[src/sv/mks_pkg.sv]
package mks_pkg;

  localparam logic [4:0] NoKey = 5'd27;
  localparam logic [3:0] AllRows = 4'hF;
  localparam logic [7:0] DebounceReset = 8'd5;
  localparam int unsigned InDataW = 8;
  localparam int unsigned OutDataW = 16;

  typedef enum logic [2:0] {
    PH_IDLE     = 3'd0,
    PH_DEBOUNCE = 3'd1,
    PH_SAMPLE   = 3'd2,
    PH_WAIT     = 3'd3
  } phase_e;

  typedef struct packed {
    logic [4:0] key_code;
    logic       key_valid;
    logic [3:0] row_drive;
  } result_t;

  function automatic logic [4:0] key_lookup(input logic [1:0] row, input logic [1:0] col);
    logic [4:0] code;
    case ({row, col})
      4'h0: code = 5'd1;
      4'h1: code = 5'd5;
      4'h2: code = 5'd9;
      4'h3: code = 5'd13;
      4'h4: code = 5'd2;
      4'h5: code = 5'd6;
      4'h6: code = 5'd0;
      4'h7: code = 5'd14;
      4'h8: code = 5'd3;
      4'h9: code = 5'd7;
      4'hA: code = 5'd11;
      4'hB: code = 5'd15;
      4'hC: code = 5'd4;
      4'hD: code = 5'd8;
      4'hE: code = 5'd12;
      4'hF: code = 5'd16;
      default: code = NoKey;
    endcase
    return code;
  endfunction

endpackage

[src/sv/mks_core.sv]
module mks_core (
  input  logic               clk_i,
  input  logic               rst_ni,
  input  logic               step_i,
  input  logic [3:0]         cols_i,
  input  logic               tick_i,
  input  logic [7:0]         debounce_ticks_i,
  output mks_pkg::result_t   res_o
);

  mks_pkg::phase_e phase_q, phase_d;
  logic [1:0] row_q, row_d;
  logic [7:0] count_q, count_d;
  logic [4:0] code_q, code_d;

  always_ff @(posedge clk_i or negedge rst_ni) begin
    if (!rst_ni) begin
      phase_q <= mks_pkg::PH_IDLE;
      row_q   <= 2'd0;
      count_q <= 8'd0;
      code_q  <= mks_pkg::NoKey;
    end else if (step_i) begin
      phase_q <= phase_d;
      row_q   <= row_d;
      count_q <= count_d;
      code_q  <= code_d;
    end
  end

  always_comb begin
    logic       advance;
    logic       single;
    logic [1:0] col;
    phase_d = phase_q;
    row_d   = row_q;
    count_d = count_q;
    code_d  = code_q;
    advance = 1'b0;
    single  = 1'b1;
    col     = 2'd0;
    res_o.key_valid = 1'b0;
    res_o.key_code  = 5'd0;

    case (cols_i)
      4'h1: col = 2'd0;
      4'h2: col = 2'd1;
      4'h4: col = 2'd2;
      4'h8: col = 2'd3;
      default: single = 1'b0;
    endcase

    case (phase_q)
      mks_pkg::PH_DEBOUNCE: begin
        if (count_q >= debounce_ticks_i) begin
          if (cols_i == 4'h0) begin
            phase_d = mks_pkg::PH_IDLE;
          end else begin
            phase_d = mks_pkg::PH_SAMPLE;
            row_d   = 2'd0;
            code_d  = mks_pkg::NoKey;
          end
        end else if (tick_i) begin
          count_d = count_q + 8'd1;
        end
      end
      mks_pkg::PH_SAMPLE: begin
        if (single) begin
          code_d = mks_pkg::key_lookup(row_q, col);
        end
        if (cols_i == 4'h0) begin
          advance = 1'b1;
        end else begin
          phase_d = mks_pkg::PH_WAIT;
        end
      end
      mks_pkg::PH_WAIT: begin
        if (cols_i == 4'h0) begin
          advance = 1'b1;
        end
      end
      default: begin
        phase_d = mks_pkg::PH_IDLE;
        if (cols_i != 4'h0) begin
          phase_d = mks_pkg::PH_DEBOUNCE;
          count_d = 8'd0;
        end
      end
    endcase

    if (advance) begin
      if (row_q != 2'd3) begin
        row_d   = row_q + 2'd1;
        phase_d = mks_pkg::PH_SAMPLE;
      end else begin
        res_o.key_valid = 1'b1;
        res_o.key_code  = code_d;
        phase_d = mks_pkg::PH_IDLE;
        row_d   = 2'd0;
      end
    end

    if (phase_d == mks_pkg::PH_SAMPLE || phase_d == mks_pkg::PH_WAIT) begin
      res_o.row_drive = 4'b0001 << row_d;
    end else begin
      res_o.row_drive = mks_pkg::AllRows;
    end
  end

endmodule

[src/sv/matrix_keypad_scanner_top.sv]
// Each accepted request updates the result register that drives m_axis_tdata.
// Throughput: one request per cycle unless a pending result is stalled by
// m_axis_tready; the scan state updates in a single pass between the input
// handshake and the result register. Reset: asynchronous, active low; no
// result pending, debounce_ticks returns to 5; the result register is not reset.
module matrix_keypad_scanner_top (
  input  logic                          clk_i,
  input  logic                          rst_ni,
  input  logic                          s_axis_tvalid,
  output logic                          s_axis_tready,
  // [3:0] column_levels, [4] ms_tick, [7:5] zero
  input  logic [mks_pkg::InDataW-1:0]   s_axis_tdata,
  output logic                          m_axis_tvalid,
  input  logic                          m_axis_tready,
  // [3:0] row_drive, [4] key_valid, [9:5] key_code, [15:10] zero
  output logic [mks_pkg::OutDataW-1:0]  m_axis_tdata,
  input  logic                          cfg_valid_i,
  output logic                          cfg_ready_o,
  input  logic [7:0]                    cfg_data_i
);

  logic [7:0] debounce_q;
  logic       out_valid_q;
  mks_pkg::result_t res_d, res_q;
  logic       step;

  assign cfg_ready_o   = 1'b1;
  assign s_axis_tready = !out_valid_q || m_axis_tready;
  assign step          = s_axis_tvalid && s_axis_tready;

  always_ff @(posedge clk_i or negedge rst_ni) begin
    if (!rst_ni) begin
      debounce_q <= mks_pkg::DebounceReset;
    end else if (cfg_valid_i) begin
      debounce_q <= cfg_data_i;
    end
  end

  mks_core u_core (
    .clk_i            (clk_i),
    .rst_ni           (rst_ni),
    .step_i           (step),
    .cols_i           (s_axis_tdata[3:0]),
    .tick_i           (s_axis_tdata[4]),
    .debounce_ticks_i (debounce_q),
    .res_o            (res_d)
  );

  always_ff @(posedge clk_i or negedge rst_ni) begin
    if (!rst_ni) begin
      out_valid_q <= 1'b0;
    end else if (s_axis_tready) begin
      out_valid_q <= s_axis_tvalid;
    end
  end

  always_ff @(posedge clk_i) begin
    if (step) begin
      res_q <= res_d;
    end
  end

  assign m_axis_tvalid = out_valid_q;
  assign m_axis_tdata  = {6'd0, res_q};

endmodule

[config.mk]
export PLATFORM = sky130hd
export DESIGN_NAME = matrix_keypad_scanner_top
export DESIGN_NICKNAME = d
export VERILOG_FILES = /design/src/sv/mks_pkg.sv /design/src/sv/mks_core.sv /design/src/sv/matrix_keypad_scanner_top.sv
export SDC_FILE = /design/constraint.sdc
export NUM_CORES = 1
export LEC_CHECK = 0
export BUFFER_PORTS_ARGS = -buffer_cell sky130_fd_sc_hd__buf_2
export CAP_MARGIN = 20
export CORE_ASPECT_RATIO = 0.8
export CORE_UTILIZATION = 40
export CTS_BUF_LIST = sky130_fd_sc_hd__clkbuf_4 sky130_fd_sc_hd__clkbuf_8 sky130_fd_sc_hd__clkbuf_16
export CTS_CLUSTER_SIZE = 24
export DETAILED_ROUTE_END_ITERATION = 10
export PLACE_DENSITY = 0.59
export SLEW_MARGIN = 20
export SYNTH_ARGS = -nofsm -noshare
export SYNTH_HDL_FRONTEND = slang
export SYNTH_SLANG_ARGS = --single-unit
[constraint.sdc]
create_clock -name clk_i -period 3 [get_ports clk_i]
set_clock_uncertainty 0.15 [all_clocks]
set_input_delay 0.15 -clock clk_i [delete_from_list [all_inputs] [get_ports clk_i]]
set_output_delay 0.15 -clock clk_i [all_outputs]
set_load 0.02 [all_outputs]
==> flow_summary.ini <==
[cells_and_area]
final_util = 0.493
stdcell_count = 363
fin_nets = 319
drive_gt1_frac = 0.193
finalInstanceArea_um2 = 2710
area_growth_pct = 17.2
antennaDiodeCount = 0
fill_cells = 546

[worst_setup_path]
worstSetupPathType = reg -> reg
r2r_cells = 8
crit_fanout = 5
crit_required_ns = 2.87
reg2reg_slack_ns = 0.71
worstSetupEndpointType = register
cp-start-kind = register
worstPathArrival_ns = 2.15

[power]
fin_total_pwr_mw = 1.51
p_leak_nw = 1.22
powerDensity_nw_per_um2 = 556
irDropWorstVdd_uv = 171

[grt]
grt_pass1_vias = 1711
overflow = 0
grt_pass1_wl_um = 8400
grt_max_degree = 28
grt_usage = 0.180
antenna_found_initial = 0

[timing]
relSlewSlack = 0.585
fmax_ghz = 0.437
fin_tns_setup_ns = 0
rsz0062_at_grt = false
worstMarginPinSlew_ns = 0.623
setup_viol = 0
period_minus_slack_ns = 2.29
maxSlewViolCount = 0
final_hold_viol_count = 0
finalCritPeriodShare = 0.763

[logic_synthesis]
synth_cells = 245
ys_seq_elements = 37
synth_edf_count = 10
avgSynthCellArea_um2 = 9.44
yosysSeqAreaShare = 0.425
ys_types = 53
ys_warn_count = 0
synth_flop_cell = dfrtp_1
async_flop_share = 0.730
syn_area_um2 = 2310

[min_path]
hold_path_class = in -> reg
whs_path_depth = 3

[die]
placementRows = 24
die_y_um = 70
fp.dieArea_um2 = 6090
start_util = 0.421
die_w_um = 87.0
core_area_um2 = 5500
io_pins = 40

[clock_tree]
clock_latency_ns = 0.29
root_buffer = clkbuf_8
cts_buffers = 5
cts_resized = 0
clkTransAtPathRegs_ns = 0.08
clock_sinks = 37
cts_tree = done
htreeDepth = 2
post_cts_buffers = 0
clock_path_buffers = 2

[drt]
drc = 0
first_iter_violations = 167
ant_nets = 0
wl_per_cell_um = 13.6
routed_via_density = 5.12
vias = 1860
dr.pass1.iters = 4
drt-total-wl_um = 4930

[placed_design]
dp.cells = 345
hpwl_um = 3480
place_area_um2 = 2500
io_buffers = 29
routabilityCongestion = 0.764

[job]
drv_cap = 0

[status]
outcome = complete, no violations
registers in the layout, summed over array words and instances, names as in the netlist:
| name | cells |
|---|---|
| m_axis_tvalid | 1 |
| u_core.phase_q | 3 |
| u_core.count_q | 8 |
| debounce_q | 8 |
| u_core.row_q | 2 |
| m_axis_tdata | 10 |
| u_core.code_q | 5 |
cell families (layout without fill, tap and decap cells):
logic type	Yosys count	in the layout	synth area share
DFF	37	37	0.425
adders and majority gates	14	14	0.0758
and+or+nand+nor	83	83	0.195
AOI/OAI and AO/OA	66	66	0.175
xor gates and xnor gates	2	2	0.0108
other	2	7	0.00325
buffers and inverters	31	66	0.0714
muxes	10	10	0.0438
per-layer routing:
layer / vias up / track usage / routed length [um]
li1: 952 / - / -
met1: 857 / 0.278 / 2700
met2: 45 / 0.239 / 1950
met3: 6 / 0.0426 / 208
met4: 0 / 0.0630 / 74
met5: - / 0 / 0
worst paths after layout:
path,start,end
min,m_axis_tready,m_axis_tvalid$_DFFE_PN0N_
max reg2reg,debounce_q[2]$_DFFE_PN1P_,m_axis_tdata[2]$_SDFFCE_PN1P_
min reg2reg,u_core.code_q[3]$_DFFE_PN1P_,u_core.code_q[3]$_DFFE_PN1P_
max,debounce_q[2]$_DFFE_PN1P_,m_axis_tdata[2]$_SDFFCE_PN1P_
max in group asynchronous,rst_ni,u_core.count_q[6]$_DFFE_PN0P_
min in group asynchronous,rst_ni,u_core.count_q[3]$_DFFE_PN0P_
through the flow:
step | hold WS, ns | setup WS [ns]
after global placement | 0.0609 | 0.728
after floorplan | -0.296 | 0.817
after detailed placement | 0.0536 | 0.738
after CTS | 0.0392 | 0.725
final | 0.0473 | 0.712
after global routing | 0.0584 | 0.568
report_power, final:
part	internal, mW	switching [mW]	leakage [nW]	total [mW]
Clock	0.256	0.179	0.0586	0.435
Sequential	0.597	0.0570	0.417	0.654
Combinational	0.167	0.251	0.743	0.418
final cells by class:
class,count,area [um^2],share of cell area
Tap cell,78,97.6,0.0360
Multi-Input combinational cell,182,1180,0.436
Timing Repair Buffer,44,283,0.104
Clock buffer,6,76.3,0.0282
Sequential cell,37,983,0.363
Clock inverter,2,35.0,0.0129
Inverter,14,52.6,0.0194
repair_timing:
action | in CTS | in global routing
hold endpoints to repair | 30 | 0
hold buffers | 10 | 0
setup endpoints to repair | 0 | 0
layout by cell type, fill, tap and decap left out, types with 7 or more instances in the layout:
cell type,count
buf_2,29
nand2_1,21
a21oi_1,21
dfrtp_1,21
nor2_1,18
ha_1,14
inv_1,13
o21ai_0,13
dlygate4sd3_1,10
edfxtp_1,10
mux2i_1,9
nand2b_1,8
a31oi_1,8
conb_1,7
critical path, stage by stage, from the launching register on:
cell	delay, ns
dfstp_2	0.51
inv_1	0.04
ha_1	0.29
a21oi_1	0.07
a21oi_1	0.14
o21ai_0	0.11
buf_4	0.17
a21oi_1	0.39
o22ai_1	0.15
cells in the mapped netlist (8+ instances only):
cell,count,area (um^2)
a21oi_1,21,105
dfrtp_1,21,526
nand2_1,21,78.8
nor2_1,18,67.6
ha_1,14,175
inv_1,13,48.8
o21ai_0,13,65.1
edfxtp_1,10,300
mux2i_1,9,90.1
a31oi_1,8,50.1
buf_4,8,60.1
nand2b_1,8,50.1
(Power assumes the default switching activity.)
